===== src/design/ccp_pkg.sv =====
// shared types and constants for the circle-circle penetration block
package ccp_pkg;

    localparam int CW     = 24;        // coordinate width
    localparam int DW     = CW + 2;    // centre difference width
    localparam int AW     = CW - 1;    // magnitude of a difference that can still touch
    localparam int RW     = CW - 2;    // radius width
    localparam int SW     = CW - 1;    // radius sum width
    localparam int MW     = 2 * CW;    // squared distance, padded to an even width
    localparam int PW     = AW + SW;   // dividend width
    localparam int QDEPTH = 4;
    localparam int QAW    = $clog2(QDEPTH);

    typedef struct packed {
        logic signed [CW-1:0] a_x;
        logic signed [CW-1:0] a_y;
        logic signed [CW-1:0] shift_x;
        logic signed [CW-1:0] shift_y;
        logic signed [CW-1:0] b_x;
        logic signed [CW-1:0] b_y;
        logic [RW-1:0]        radius_a;
        logic [RW-1:0]        radius_b;
    } t_req;

    typedef struct packed {
        logic                 hit;
        logic signed [CW-1:0] push_x;
        logic signed [CW-1:0] push_y;
    } t_res;

    // classified request handed from front to back
    typedef struct packed {
        logic          hit;
        logic          live;
        logic          pos_x;
        logic          pos_y;
        logic [AW-1:0] adx;
        logic [AW-1:0] ady;
        logic [SW-1:0] rsum;
        logic [MW-1:0] mag;
    } t_cls;

    typedef struct packed {
        logic hit;
        logic live;
        logic pos_x;
        logic pos_y;
    } t_flag;

endpackage


===== src/design/ccp_front.sv =====
// front end: centre difference, squared distance and contact test
module ccp_front (
    input  logic          i_clk,
    input  logic          i_rst_n,
    input  logic          i_valid,
    output logic          o_ready,
    input  ccp_pkg::t_req i_req,
    output logic          o_valid,
    input  logic          i_ready,
    output ccp_pkg::t_cls o_cls
);
    import ccp_pkg::*;

    logic                 en;
    logic                 r_v1, r_v2, r_v3;
    logic signed [DW-1:0] n_dx, n_dy, r_dx, r_dy;
    logic [SW-1:0]        r1_rsum, r2_rsum;
    logic [DW-1:0]        absx, absy;
    logic                 r_far, r_posx, r_posy;
    logic [AW-1:0]        r_adx, r_ady;
    logic [2*AW-1:0]      r_sqx, r_sqy;
    logic [2*SW-1:0]      r_rs2;
    logic [MW-1:0]        mag;
    logic                 hit;
    t_cls                 r_cls;

    assign en      = !r_v3 || i_ready;
    assign o_ready = en;
    assign o_valid = r_v3;
    assign o_cls   = r_cls;

    assign n_dx = DW'(i_req.b_x) - DW'(i_req.a_x) - DW'(i_req.shift_x);
    assign n_dy = DW'(i_req.b_y) - DW'(i_req.a_y) - DW'(i_req.shift_y);

    assign absx = r_dx[DW-1] ? DW'(-r_dx) : DW'(r_dx);
    assign absy = r_dy[DW-1] ? DW'(-r_dy) : DW'(r_dy);

    assign mag = MW'(r_sqx) + MW'(r_sqy);
    assign hit = !r_far && (mag < MW'(r_rs2));

    always_ff @(posedge i_clk) begin
        if (!i_rst_n) begin
            r_v1 <= 1'b0;
            r_v2 <= 1'b0;
            r_v3 <= 1'b0;
        end else if (en) begin
            r_v1 <= i_valid;
            r_v2 <= r_v1;
            r_v3 <= r_v2;
        end
    end

    always_ff @(posedge i_clk) begin
        if (en) begin
            r_dx    <= n_dx;
            r_dy    <= n_dy;
            r1_rsum <= SW'(i_req.radius_a) + SW'(i_req.radius_b);
            // too far on either axis means no contact is possible
            r_far   <= (|absx[DW-1:AW]) || (|absy[DW-1:AW]);
            r_posx  <= !r_dx[DW-1] && (r_dx != '0);
            r_posy  <= !r_dy[DW-1] && (r_dy != '0);
            r_adx   <= absx[AW-1:0];
            r_ady   <= absy[AW-1:0];
            r_sqx   <= absx[AW-1:0] * absx[AW-1:0];
            r_sqy   <= absy[AW-1:0] * absy[AW-1:0];
            r_rs2   <= r1_rsum * r1_rsum;
            r2_rsum <= r1_rsum;
            r_cls.hit   <= hit;
            r_cls.live  <= hit && (mag != '0);
            r_cls.pos_x <= r_posx;
            r_cls.pos_y <= r_posy;
            r_cls.adx   <= r_adx;
            r_cls.ady   <= r_ady;
            r_cls.rsum  <= r2_rsum;
            r_cls.mag   <= mag;
        end
    end

endmodule


===== config.mk =====
export PLATFORM = sky130hd
export DESIGN_NAME = ccp_front
export DESIGN_NICKNAME = d
export VERILOG_FILES = /design/src/design/ccp_pkg.sv /design/src/design/ccp_front.sv
export SDC_FILE = /design/constraint.sdc
export NUM_CORES = 2
export LEC_CHECK = 0
export BUFFER_PORTS_ARGS = -buffer_cell sky130_fd_sc_hd__buf_2
export CAP_MARGIN = 0
export CORE_MARGIN = 2
export CORE_UTILIZATION = 59
export CTS_CLUSTER_DIAMETER = 40
export DETAILED_ROUTE_END_ITERATION = 8
export PLACE_DENSITY = 0.8
export SLEW_MARGIN = 20
export SYNTH_ARGS = -nofsm -noshare
export SYNTH_HDL_FRONTEND = slang
export SYNTH_SLANG_ARGS = --single-unit

===== constraint.sdc =====
create_clock -name i_clk -period 11.4 [get_ports i_clk]
set_clock_uncertainty 0.1 [all_clocks]
set_input_delay 0.57 -clock i_clk [delete_from_list [all_inputs] [get_ports i_clk]]
set_output_delay 0.57 -clock i_clk [all_outputs]
set_load 0.05 [all_outputs]

---- Word level (Yosys, flattened, before mapping) ----
Cells that the tools add are included.
storage, ports and cells
  bits in registers ....................... 409
operators by class
  $add $sub $neg .......................... 8
  $mul .................................... 3
  magnitude comparators ................... 1
  muxes and demuxes ....................... 2
  reductions and logical operators ........ 15
operators by type and width
  kind                number
  $mul 23x23->46      3
  $mux 26             2
  $neg 26->26         2
  $reduce_bool 26->1  2
  $sub 25x24->26      2
  $sub 24x24->25      2
  $reduce_bool 48->1  1
  $add 46x46->47      1
  $lt 47x46->1        1
  $add 22x22->23      1
  $reduce_or 3->1     2
  $logic_and 1x1->1   4
  $logic_not 1->1     4
  $logic_or 1x1->1    2

---- Logic depth before layout (Yosys ltp) ----
  depth in word-level cells ............... 4
  depth in mapped cells ................... 39
  gate-level depth less buffers ........... 36

---- Least setup slack after synthesis ----
No wires, ideal clock.
  path type ............................... in2reg
  from .................................... in i_ready
  to ...................................... reg r_v3 (netlist: o_valid)
  library setup time ...................... 0.576 ns
  data arrival time ....................... 11.351 ns
  slack ................................... -0.627 ns
  stages .................................. 2
  buffers on the path ..................... 0
  path through ............................ nand2b_1 a21boi_0
on the way
  word-level cells in the longest chain between the ends .. 1
ends and longest elaborated chain
  what                  line             text
  from (decl)           ccp_front.sv:9   input logic i_ready,
  $logic_or 1x1->1      ccp_front.sv:27  assign en = !r_v3 || i_ready;
  to (signal assigned)  ccp_front.sv:49  r_v3 <= r_v2;
  to (decl)             ccp_front.sv:15  logic r_v1, r_v2, r_v3;
No other way between the ends.
A chain may end at the register's enable or synchronous reset.

---- Final worst setup path ----
  from .................................... reg r_dy[5]
  to ...................................... reg r_sqy[42], data pin
on the way
  word-level cells in the longest chain between the ends .. 3
ends and longest elaborated chain
  what                    line             text
  from (decl)             ccp_front.sv:16  logic signed [DW-1:0] n_dx, n_dy, r_dx, r_dy;
  from (signal assigned)  ccp_front.sv:56  r_dy <= n_dy;
  $neg 26->26             ccp_front.sv:36  assign absy = r_dy[DW-1] ? DW'(-r_dy) : DW'(r_dy);
  $mux 26 *               ccp_front.sv:36
  $mul 23x23->46 *        ccp_front.sv:65  r_sqy <= absy[AW-1:0] * absy[AW-1:0];
  to (signal assigned)    ccp_front.sv:65
  to (decl)               ccp_front.sv:21  logic [2*AW-1:0] r_sqx, r_sqy;
Every way passes the cells marked *; elsewhere a longest branch is shown, timed or not.

==> impl_metrics.toml <==
[cts]
cts.clk_slew.worst_paths_ps = 60
cts_setup_buffers = 0
htreeDepth = 3
cts-root-buf = "clkbuf_16"
cts.sink_count = 402
cts_hold_buf = 0
clockBufferDepth = 3
cts-resized-gates = 0
clkLatencyLatePin_ps = 660
cts_tree = "yes"
numCtsBuffers = 76

[drt]
via_per_inst = 5.539
vias = 47337
drc = 0
routedWlPerCell_um = 19.47
drt_iter0_drc = 3463
route.final.wire_length_um = 166400
drt_first_pass_iters = 6
postRouteAntennaNets = 0

[worst_hold_path]
hp-class = "primary input to flop"

[place]
io_buffer_count = 313
placed_cell_area_um2 = 69230
place.gp.congestion = 0.9666
hpwlAfterDp_um = 134500

[finish]
area_growth_pct = 9.386
fin_nets = 9066
drive_gt1_share_pct = 8.065
final_area_um2 = 71850

[synth]
yosysWarnings = 0
syn_nets = 8736
synth_top_area_share_pct = 36.85
syn_avg_cell_area_um2 = 9.856
ys_seq_area_share_pct = 18.33
syn_inst = 6664
ys_async_sr_fraction_pct = 0
netlist_area_um2 = 65680
ys.flop_type = "edfxtp_1"
synth.distinct_cells = 86
synth_edf_count = 399
yosys.area.top_type = "fa_1"
ys_ff_latch = 402
synth_area_leaders = "fa_1 (37%), edfxtp_1 (18%), ha_1 (13%)"

[setup_path]
critPathLaunchType = "flop"
critical_path_class = "flop to flop"
arrival_ps = 10770
endpoint_kind = "flop"
cp.required_ps = 11680
critPathMaxFanout = 9

[die]
dieArea_um2 = 114000
coreArea_um2 = 110500
fp-row-count = 122
die_x_um = 337.7
die_y_um = 337.7
pin_count = 315
start_util_pct = 59.43

[global_routing]
grt_first_pass_wirelength_um = 268200
grt.total_usage_pct = 30.51
antenna_found_initial = 8
grt_max_degree = 169
overflow = 0
grt_pass1_vias = 51254

[timing]
final.min_clock_period_ps = 10490
rsz0062_at_grt = "false"
hold_slack_ps = 50.65
relSlewSlack_pct = 19.28
tns_ps = 0
fmax_mhz = 95.33
hold_violations = 0
drv_slew = 0
post-route-period-util_pct = 92.01
worst_pin_slew_ps = 1211
finalSetupViolations = 0

[outcome]
status = "finished clean"

[job]
max_cap_viol_count = 0
flip-flops by register name, summed over array words and instances (netlist names):
signal / flops
r_dy: 26
r_sqx: 44
r_ady: 23
o_valid: 1
r_posx: 1
r_posy: 1
r_adx: 23
r_dx: 26
r1_rsum: 23
r_rs2: 44
r_v1: 1
o_cls: 120
r2_rsum: 23
r_sqy: 44
r_far: 1
r_v2: 1
cell families (layout without fill, tap and decap cells):
family                     Yosys count  count (layout)  synth area share, %
AOI/OAI and AO/OA                  732             732                7.311
xor gates and xnor gates           295             295                3.945
adders and majority gates         1880            1880                49.63
buffers and inverters             2013            2404                11.52
DFF                                402             402                18.33
muxes                                4               4              0.06286
other                                1               4             0.005709
and+or+nand+nor                   1337            1337                9.188
worst max-delay path, stage by stage, from the launching register on:
cell and delay (ps):
edfxtp_1 430, or4_1 580, or3_1 440, or3_1 420, o21ai_0 240, xnor2_1 360, clkinv_1 640, nor2_1 410
fa_1 500, fa_1 570, fa_1 450, fa_1 570, fa_1 430, fa_1 530, fa_1 420, ha_1 350
a2111oi_0 420, o21ai_0 160, a31oi_1 440, o21ai_0 320, a311oi_1 530, o21ai_0 220, a2111oi_0 440, nor2_1 110
xor2_1 150
placed cells by master, fill, tap and decap left out, types with 13 or more instances in the layout:
master / count
a21o_1: 154
a21oi_1: 211
nand3_1: 50
o21ai_0: 114
xnor2_1: 186
buf_4: 87
xor2_1: 106
o21bai_1: 29
nand2_1: 525
nand2b_1: 35
nor2_1: 397
o21a_1: 35
nor3_1: 38
buf_2: 313
a31oi_1: 20
or4_1: 14
nand4_1: 31
inv_1: 1848
o31ai_1: 23
or3_1: 23
ha_1: 671
clkinv_1: 15
edfxtp_1: 399
o31a_1: 14
fa_1: 1209
and2_1: 126
and3_1: 24
inv_6: 22
a211oi_1: 20
o211ai_1: 13
nor2b_1: 34
clkbuf_16: 77
path summary, 6_finish.rpt:
kind / slack [ps] / from / depth (start not counted) / to
setup / recovery: 910 / r_dy[5] / 24 / r_sqy[42]
hold / removal: 50 / i_rst_n / 2 / r_v2
setup reg to reg: 910 / r_dy[5] / 24 / r_sqy[42]
hold reg to reg: 310 / r2_rsum[5] / 0 / o_cls[53]
synth_stat cells, types with 20 or more instances:
| master | count |
|---|---|
| a211oi_1 | 20 |
| a21o_1 | 154 |
| a21oi_1 | 211 |
| a31oi_1 | 20 |
| and2_1 | 126 |
| and3_1 | 24 |
| clkbuf_1 | 139 |
| edfxtp_1 | 399 |
| fa_1 | 1209 |
| ha_1 | 671 |
| inv_1 | 1848 |
| nand2_1 | 525 |
| nand2b_1 | 36 |
| nand3_1 | 50 |
| nand4_1 | 31 |
| nor2_1 | 397 |
| nor2b_1 | 34 |
| nor3_1 | 38 |
| o21a_1 | 35 |
| o21ai_0 | 114 |
| o21bai_1 | 29 |
| o31ai_1 | 23 |
| or3_1 | 23 |
| xnor2_1 | 186 |
| xor2_1 | 108 |
per-layer routing:
layer	vias to the layer above	GRT usage, %	part of all wire (%)
met1	23624	38.66	38
met3	523	5.443	8.8
met2	2006	51.02	48
met4	4	14.35	5.2
met5	-	0	0.017
li1	21180	-	-
cell type report:
class	count	area (um^2)
Inverter	1864	6997
Sequential cell	402	12040
Timing Repair Buffer	401	2240
Tap cell	1488	1862
Antenna cell	3	7.507
Multi-Input combinational cell	4249	46090
Clock inverter	61	674.4
Clock buffer	78	1931
Fill cell	8705	38670
stage by stage:
stage,std cells,util (%),setup WS (ps)
after detailed placement,8404,62.65,1061
after floorplan,6664,-,1561
after global routing,8543,65.00,328.7
after CTS,8543,65.00,986.4
final,8546,65.01,910.5
after global placement,8404,62.65,1230
Power is left out: the tool's default activity adds up to more than one toggle a clock period on the data nets, which glitch-free logic cannot reach.
