$ cat src/design/ccp_pkg.sv
// shared types and constants for the circle-circle penetration block
package ccp_pkg;

    localparam int CW     = 24;        // coordinate width
    localparam int DW     = CW + 2;    // centre difference width
    localparam int AW     = CW - 1;    // magnitude of a difference that can still touch
    localparam int RW     = CW - 2;    // radius width
    localparam int SW     = CW - 1;    // radius sum width
    localparam int MW     = 2 * CW;    // squared distance, padded to an even width
    localparam int PW     = AW + SW;   // dividend width
    localparam int QDEPTH = 4;
    localparam int QAW    = $clog2(QDEPTH);

    typedef struct packed {
        logic signed [CW-1:0] a_x;
        logic signed [CW-1:0] a_y;
        logic signed [CW-1:0] shift_x;
        logic signed [CW-1:0] shift_y;
        logic signed [CW-1:0] b_x;
        logic signed [CW-1:0] b_y;
        logic [RW-1:0]        radius_a;
        logic [RW-1:0]        radius_b;
    } t_req;

    typedef struct packed {
        logic                 hit;
        logic signed [CW-1:0] push_x;
        logic signed [CW-1:0] push_y;
    } t_res;

    // classified request handed from front to back
    typedef struct packed {
        logic          hit;
        logic          live;
        logic          pos_x;
        logic          pos_y;
        logic [AW-1:0] adx;
        logic [AW-1:0] ady;
        logic [SW-1:0] rsum;
        logic [MW-1:0] mag;
    } t_cls;

    typedef struct packed {
        logic hit;
        logic live;
        logic pos_x;
        logic pos_y;
    } t_flag;

endpackage

$ cat src/design/ccp_queue.sv
// short queue of classified requests between front and back
module ccp_queue (
    input  logic          i_clk,
    input  logic          i_rst_n,
    input  logic          i_valid,
    output logic          o_ready,
    input  ccp_pkg::t_cls i_cls,
    output logic          o_valid,
    input  logic          i_ready,
    output ccp_pkg::t_cls o_cls
);
    import ccp_pkg::*;

    t_cls         r_mem [QDEPTH];
    logic [QAW-1:0] r_wr, r_rd;
    logic [QAW:0]   r_cnt;
    logic           push, pop;

    assign o_ready = (r_cnt != QAW'(0) + (QAW+1)'(QDEPTH)) ;
    assign o_valid = (r_cnt != '0);
    assign o_cls   = r_mem[r_rd];
    assign push    = i_valid && o_ready;
    assign pop     = o_valid && i_ready;

    always_ff @(posedge i_clk) begin
        if (!i_rst_n) begin
            r_wr  <= '0;
            r_rd  <= '0;
            r_cnt <= '0;
        end else begin
            if (push) r_wr <= r_wr + 1'b1;
            if (pop)  r_rd <= r_rd + 1'b1;
            case ({push, pop})
                2'b10:   r_cnt <= r_cnt + 1'b1;
                2'b01:   r_cnt <= r_cnt - 1'b1;
                default: r_cnt <= r_cnt;
            endcase
        end
    end

    always_ff @(posedge i_clk) begin
        if (push) r_mem[r_wr] <= i_cls;
    end

endmodule

$ cat config.mk
export PLATFORM = sky130hd
export DESIGN_NAME = ccp_queue
export DESIGN_NICKNAME = d
export VERILOG_FILES = /design/src/design/ccp_pkg.sv /design/src/design/ccp_queue.sv
export SDC_FILE = /design/constraint.sdc
export NUM_CORES = 1
export LEC_CHECK = 0
export BUFFER_PORTS_ARGS = -buffer_cell sky130_fd_sc_hd__buf_2
export CAP_MARGIN = 40
export CELL_PAD_IN_SITES_DETAIL_PLACEMENT = 0
export CELL_PAD_IN_SITES_GLOBAL_PLACEMENT = 2
export CORE_MARGIN = 2
export CORE_UTILIZATION = 41
export CTS_CLUSTER_DIAMETER = 80
export DETAILED_ROUTE_END_ITERATION = 6
export PLACE_DENSITY_LB_ADDON = 0.15
export SYNTH_ARGS = -nofsm -noshare
export SYNTH_HDL_FRONTEND = slang
export SYNTH_SLANG_ARGS = --single-unit
$ cat constraint.sdc
create_clock -name i_clk -period 5.6 [get_ports i_clk]
set_input_delay 0.84 -clock i_clk [delete_from_list [all_inputs] [get_ports i_clk]]
set_output_delay 0.84 -clock i_clk [all_outputs]
set_load 0.01 [all_outputs]
-- Yosys cells after proc, flatten, opt, wreduce, memory -nomap -nowiden
Memories as Yosys holds them, arrays and structs flattened. A register that Yosys moved wholly into a read port is not among the register bits.
Index checks and enable logic that the tools add are counted.
- $add $sub $neg: 4
- equality and inequality tests: 3
- mux-type cells: 5
- reduce and logical (&&, ||, !) cells: 4
- operator list (cell ; count):
    $pmux 3 s2 ; 1
    $add 2x1->2 const B ; 2
    $mux 2 ; 2
    $add 3x1->3 const B ; 1
    $ne 3x3->1 const B ; 1
    $reduce_bool 3->1 ; 1
    $sub 3x1->3 const B ; 1
    $eq 2x1->1 const B ; 1
    $eq 2x2->1 const B ; 1
    $logic_and 1x1->1 ; 2
    $mux 1 ; 2
    $reduce_bool 2->1 ; 1
- flip-flop bits (word level): 7
- memory bits (writable): 484
- input port bits: 125
- logic and storage cells: 20
- memories: 1
- memory list (memory ; words ; bits a word ; rd ports ; clocked after Yosys merged registers in ; wr ports ; line ; RTL):
    r_mem ; 4 ; 121 ; 1 ; 1 ; 1 ; ccp_queue.sv:14 ; t_cls r_mem [QDEPTH];

-- Longest topological paths before layout
- depth in word-level cells: 4
- depth in mapped cells: 9
- depth with buffers taken out: 9

-- Worst setup path before layout
Ideal clock, no wire load.
- path type: input -> register
- from: input i_valid
- to: memory r_mem[0][0] (netlist name), enable pin
- data arrival time: 4.057 ns
- path slack: 1.048 ns
- stages: 2
- path through: a21boi_1 and2_1
- word-level cells in the longest chain between the ends: 3
- RTL lines (item ; line ; RTL):
    start, declared ; ccp_queue.sv:5 ; input logic i_valid,
    $logic_and 1x1->1 ; ccp_queue.sv:22 ; assign push = i_valid && o_ready;
    $mux 1 ; ccp_queue.sv:42 ; if (push) r_mem[r_wr] <= i_cls;
    $mux 1 (implied by the code) ; ccp_queue.sv:42 ;
    end, declared ; ccp_queue.sv:14 ;
No other way between the ends.

==> metrics.txt <==
run status finished clean; CTS tree done; min Tclk post-route about 3600 ps; areal power density over the cells about 460 nW/µm²; maximum clock insertion buffer count 3; quantity of I/O buffers inserted on ports approximately 250; Worst Hold Path Cells 1; DRC Markers 0; count of final hold-check violations 0; post-route standard cell area excluding fillers ~21000 µm²; end point of the most critical hold path r_mem[1][66]; Worst Reg2Reg Path Length in Cells 5; synthesized net count around 820; slowest cell on the critical path sky130_fd_sc_hd__dfxtp_4; capturing element type of the critical path output pin; Design Power slightly below 0.01 W; Worst-Skew Late Latency roughly 570 ps; Worst-path clk slew approximately 60 ps; met2 GRT Util roughly a quarter; setup repair after global routing missed its margin no; number of DRC markers in iteration 0 between 500 and 600; Worst Path Max Fanout 36; starting density of the core a little over two fifths; overall via count from detail_route around 7900; number of nets in the layout 1097; GRT Util Overall around 16%; Critical Path AT around 2800 ps; Filler Cells Inserted 3547; number of synthesized register bits 493; detail-routed net length per standard cell about 23 µm; pin count of the biggest net entering global routing 122; CP Launch Type flop; die outline height approximately 210 µm; maximum resistive drop on vdd between 0.2 and 0.3 mV; Hold Worst Slack slightly below 500 ps; number of resized instances in the post-cts repair step 0; routing usage on met1 approximately 22%; clock skew after layout ~13 ps; final-report max-slew violation count 0; worst hold start i_cls[66]; Layout Area Growth over Synthesis 18.90%; std cell rows 76; final wirelength 35980 µm; placed instance area ~20000 µm²; met3 demand-to-capacity share in global routing 4.320%; clock sinks 493; part of the cycle the worst path needs 64.39%; number of H-tree levels 2; CTS Root Cell sky130_fd_sc_hd__clkbuf_16; grt total ovfl 0; Via density between 4 and 5; Mean Syn Cell Area between 20 and 30 µm²; Max Cap Violations 0; maximum clock rate between 200 and 300 MHz; maximum single-stage delay on the critical path 820 ps; Die X-Extent 213.7 µm; type of the tightest min-delay check input port to flop; relative slew slack around 37%; most area-consuming cells after synthesis sky130_fd_sc_hd__edfxtp_1 81%, sky130_fd_sc_hd__mux4_2 15%, sky130_fd_sc_hd__buf_12 1.1%; Post-Synthesis Cells 684; area of the mapped netlist ~18000 µm²; first drt pass iteration count 4; layout cell share with drive strength beyond 1 around 45%; DP Wirelength ~21000 µm; antenna viol nets, final 0; final weighted congestion in routability-driven placement about 0.69; register-to-register setup slack 2960 ps; Die ar. 45680 µm²; Setup-failing EPs final 0; area used by multi-input combinational logic between 3000 and 4000 µm²; Unique masters post-synth 25; area of all sequential standard cells ~15000 µm²; slew of the pin with the lowest slew margin about 940 ps; number of antenna violations at the first check in global routing 6; Core Region roughly 43000 µm²; sum of negative setup slack 0 ps; number of buffers added by the clock tree synthesis step 50; cell type with the largest total area after synthesis sky130_fd_sc_hd__edfxtp_1; leakage power between 7 and 8 nW; total of warnings raised by yosys 0; cell family with most CP delay flip-flops; CP Cell Sequence buf_4 > mux4_2 > buf_2; number of setup buffers added after CTS 0; data required time of the worst path ~4800 ps; number of buffers inserted by hold repair at cts 0; busiest metal layer after global routing met2; wire length of the first global-routing pass approximately 53000 µm; path type of the worst setup path flop to output pin; via count of the first global-routing pass about 8000; io pins 248; number of buffers and inverters on the critical path 2; Critical R2R Capture r_mem[3][97]; area share of the largest cell type after synthesis roughly four fifths; sequential fraction of the synthesis area between 80% and 90%; worst reg2reg path startpoint r_cnt[0]
## worst max-delay path by stage
stage	endpoint	slack, ps	cells past startpoint
2_1_floorplan	r_mem[0][0]	1050	2
6_report	o_cls[86]	1990	3
4_1_cts	o_cls[72]	1820	3
3_3_place_gp	r_mem[3][36]	2300	4
5_1_grt	o_cls[72]	1700	3
3_5_place_dp	o_cls[72]	2440	3
## cell type report
type / count / share of cell area, %
Inverter: 6 / 0.1050
Clock buffer: 65 / 6.395
Timing Repair Buffer: 258 / 6.594
Antenna cell: 2 / 0.02334
Multi-Input combinational cell: 157 / 14.04
Tap cell: 585 / 3.413
Clock inverter: 26 / 0.7761
Sequential cell: 493 / 68.65
## layer usage
layer  share of wire (%)  vias up
met5                0.18        -
met4                 1.9       10
met3                 6.8       63
met2                  48      200
met1                  43     4158
li1                    -     3512
## cell families after synthesis
| family | synth area share, % |
|---|---|
| AOI/OAI and AO/OA | 0.2359 |
| xor gates and xnor gates | 0.1943 |
| adders and majority gates | 0.4579 |
| buffers and inverters | 1.776 |
| DFF | 81.59 |
| muxes | 15.22 |
| and+or+nand+nor | 0.5272 |
## state kept, by name (all words and copies together) (netlist names), named ones only
| name | flops |
|---|---|
| r_rd | 2 |
| r_wr | 2 |
| r_mem | 484 |
| r_cnt | 3 |
## worst register-to-register path: cells and delay by family, from the launching register on
kind	cells	cell delay, ps
AO/OA/AOI/OAI	1	520
AND/OR/NAND/NOR	2	590
buffers and inverters	2	740
flip-flops	1	460
## cells in the mapped netlist
cell,n
sky130_fd_sc_hd__xnor2_1,3
sky130_fd_sc_hd__buf_12,10
sky130_fd_sc_hd__o31a_1,1
sky130_fd_sc_hd__buf_6,1
sky130_fd_sc_hd__mux2i_1,2
sky130_fd_sc_hd__ha_1,5
sky130_fd_sc_hd__fa_1,1
sky130_fd_sc_hd__mux4_2,121
sky130_fd_sc_hd__a21boi_0,1
sky130_fd_sc_hd__buf_4,3
sky130_fd_sc_hd__o21ai_0,2
sky130_fd_sc_hd__o311ai_0,1
sky130_fd_sc_hd__nor2_1,1
sky130_fd_sc_hd__edfxtp_1,484
sky130_fd_sc_hd__nor2b_1,2
sky130_fd_sc_hd__nand2_1,6
sky130_fd_sc_hd__clkbuf_1,2
sky130_fd_sc_hd__buf_2,9
sky130_fd_sc_hd__buf_1,3
sky130_fd_sc_hd__xor2_1,1
sky130_fd_sc_hd__and2_1,7
sky130_fd_sc_hd__a21boi_1,1
sky130_fd_sc_hd__or3_1,2
sky130_fd_sc_hd__dfxtp_1,9
sky130_fd_sc_hd__inv_1,6
## stage by stage
| step | setup slack (ps) | instances | utilization (%) |
|---|---|---|---|
| after global routing | 1700 | 1590 | 49.55 |
| after detailed placement | 2439 | 1499 | 45.99 |
| after floorplan | 1049 | 684 | - |
| after CTS | 1815 | 1590 | 49.55 |
| after global placement | 2302 | 1498 | 45.93 |
| final | 1994 | 1592 | 49.56 |
## power by group
part / internal (W) / switching [W]
logic: 0.00103 / 0.00111
registers: 0.00445 / 0.000174
clock network: 0.00181 / 0.00132
## cells in the final DEF, fill, tap and decap left out, types with 2 or more instances in the layout
cell type | synthesis | routed
sky130_fd_sc_hd__dfxtp_1 | 9 | 7
sky130_fd_sc_hd__clkbuf_1 | 2 | 12
sky130_fd_sc_hd__diode_2 | 0 | 2
sky130_fd_sc_hd__and2_1 | 7 | 3
sky130_fd_sc_hd__nor2b_1 | 2 | 2
sky130_fd_sc_hd__dfxtp_4 | 0 | 2
sky130_fd_sc_hd__or3_1 | 2 | 2
sky130_fd_sc_hd__buf_2 | 9 | 247
sky130_fd_sc_hd__ha_1 | 5 | 5
sky130_fd_sc_hd__edfxtp_1 | 484 | 484
sky130_fd_sc_hd__buf_4 | 3 | 4
sky130_fd_sc_hd__xnor2_1 | 3 | 3
sky130_fd_sc_hd__buf_12 | 10 | 6
sky130_fd_sc_hd__clkbuf_16 | 0 | 53
sky130_fd_sc_hd__and2_4 | 0 | 4
sky130_fd_sc_hd__mux2i_1 | 2 | 2
sky130_fd_sc_hd__nand2_1 | 6 | 6
sky130_fd_sc_hd__inv_1 | 6 | 6
sky130_fd_sc_hd__mux4_2 | 121 | 121
sky130_fd_sc_hd__bufinv_16 | 0 | 2
sky130_fd_sc_hd__clkinv_1 | 0 | 15
sky130_fd_sc_hd__o21ai_0 | 2 | 2
sky130_fd_sc_hd__clkinvlp_4 | 0 | 2
sky130_fd_sc_hd__clkinv_2 | 0 | 7
No activity file was read; power rests on OpenSTA's default activity.
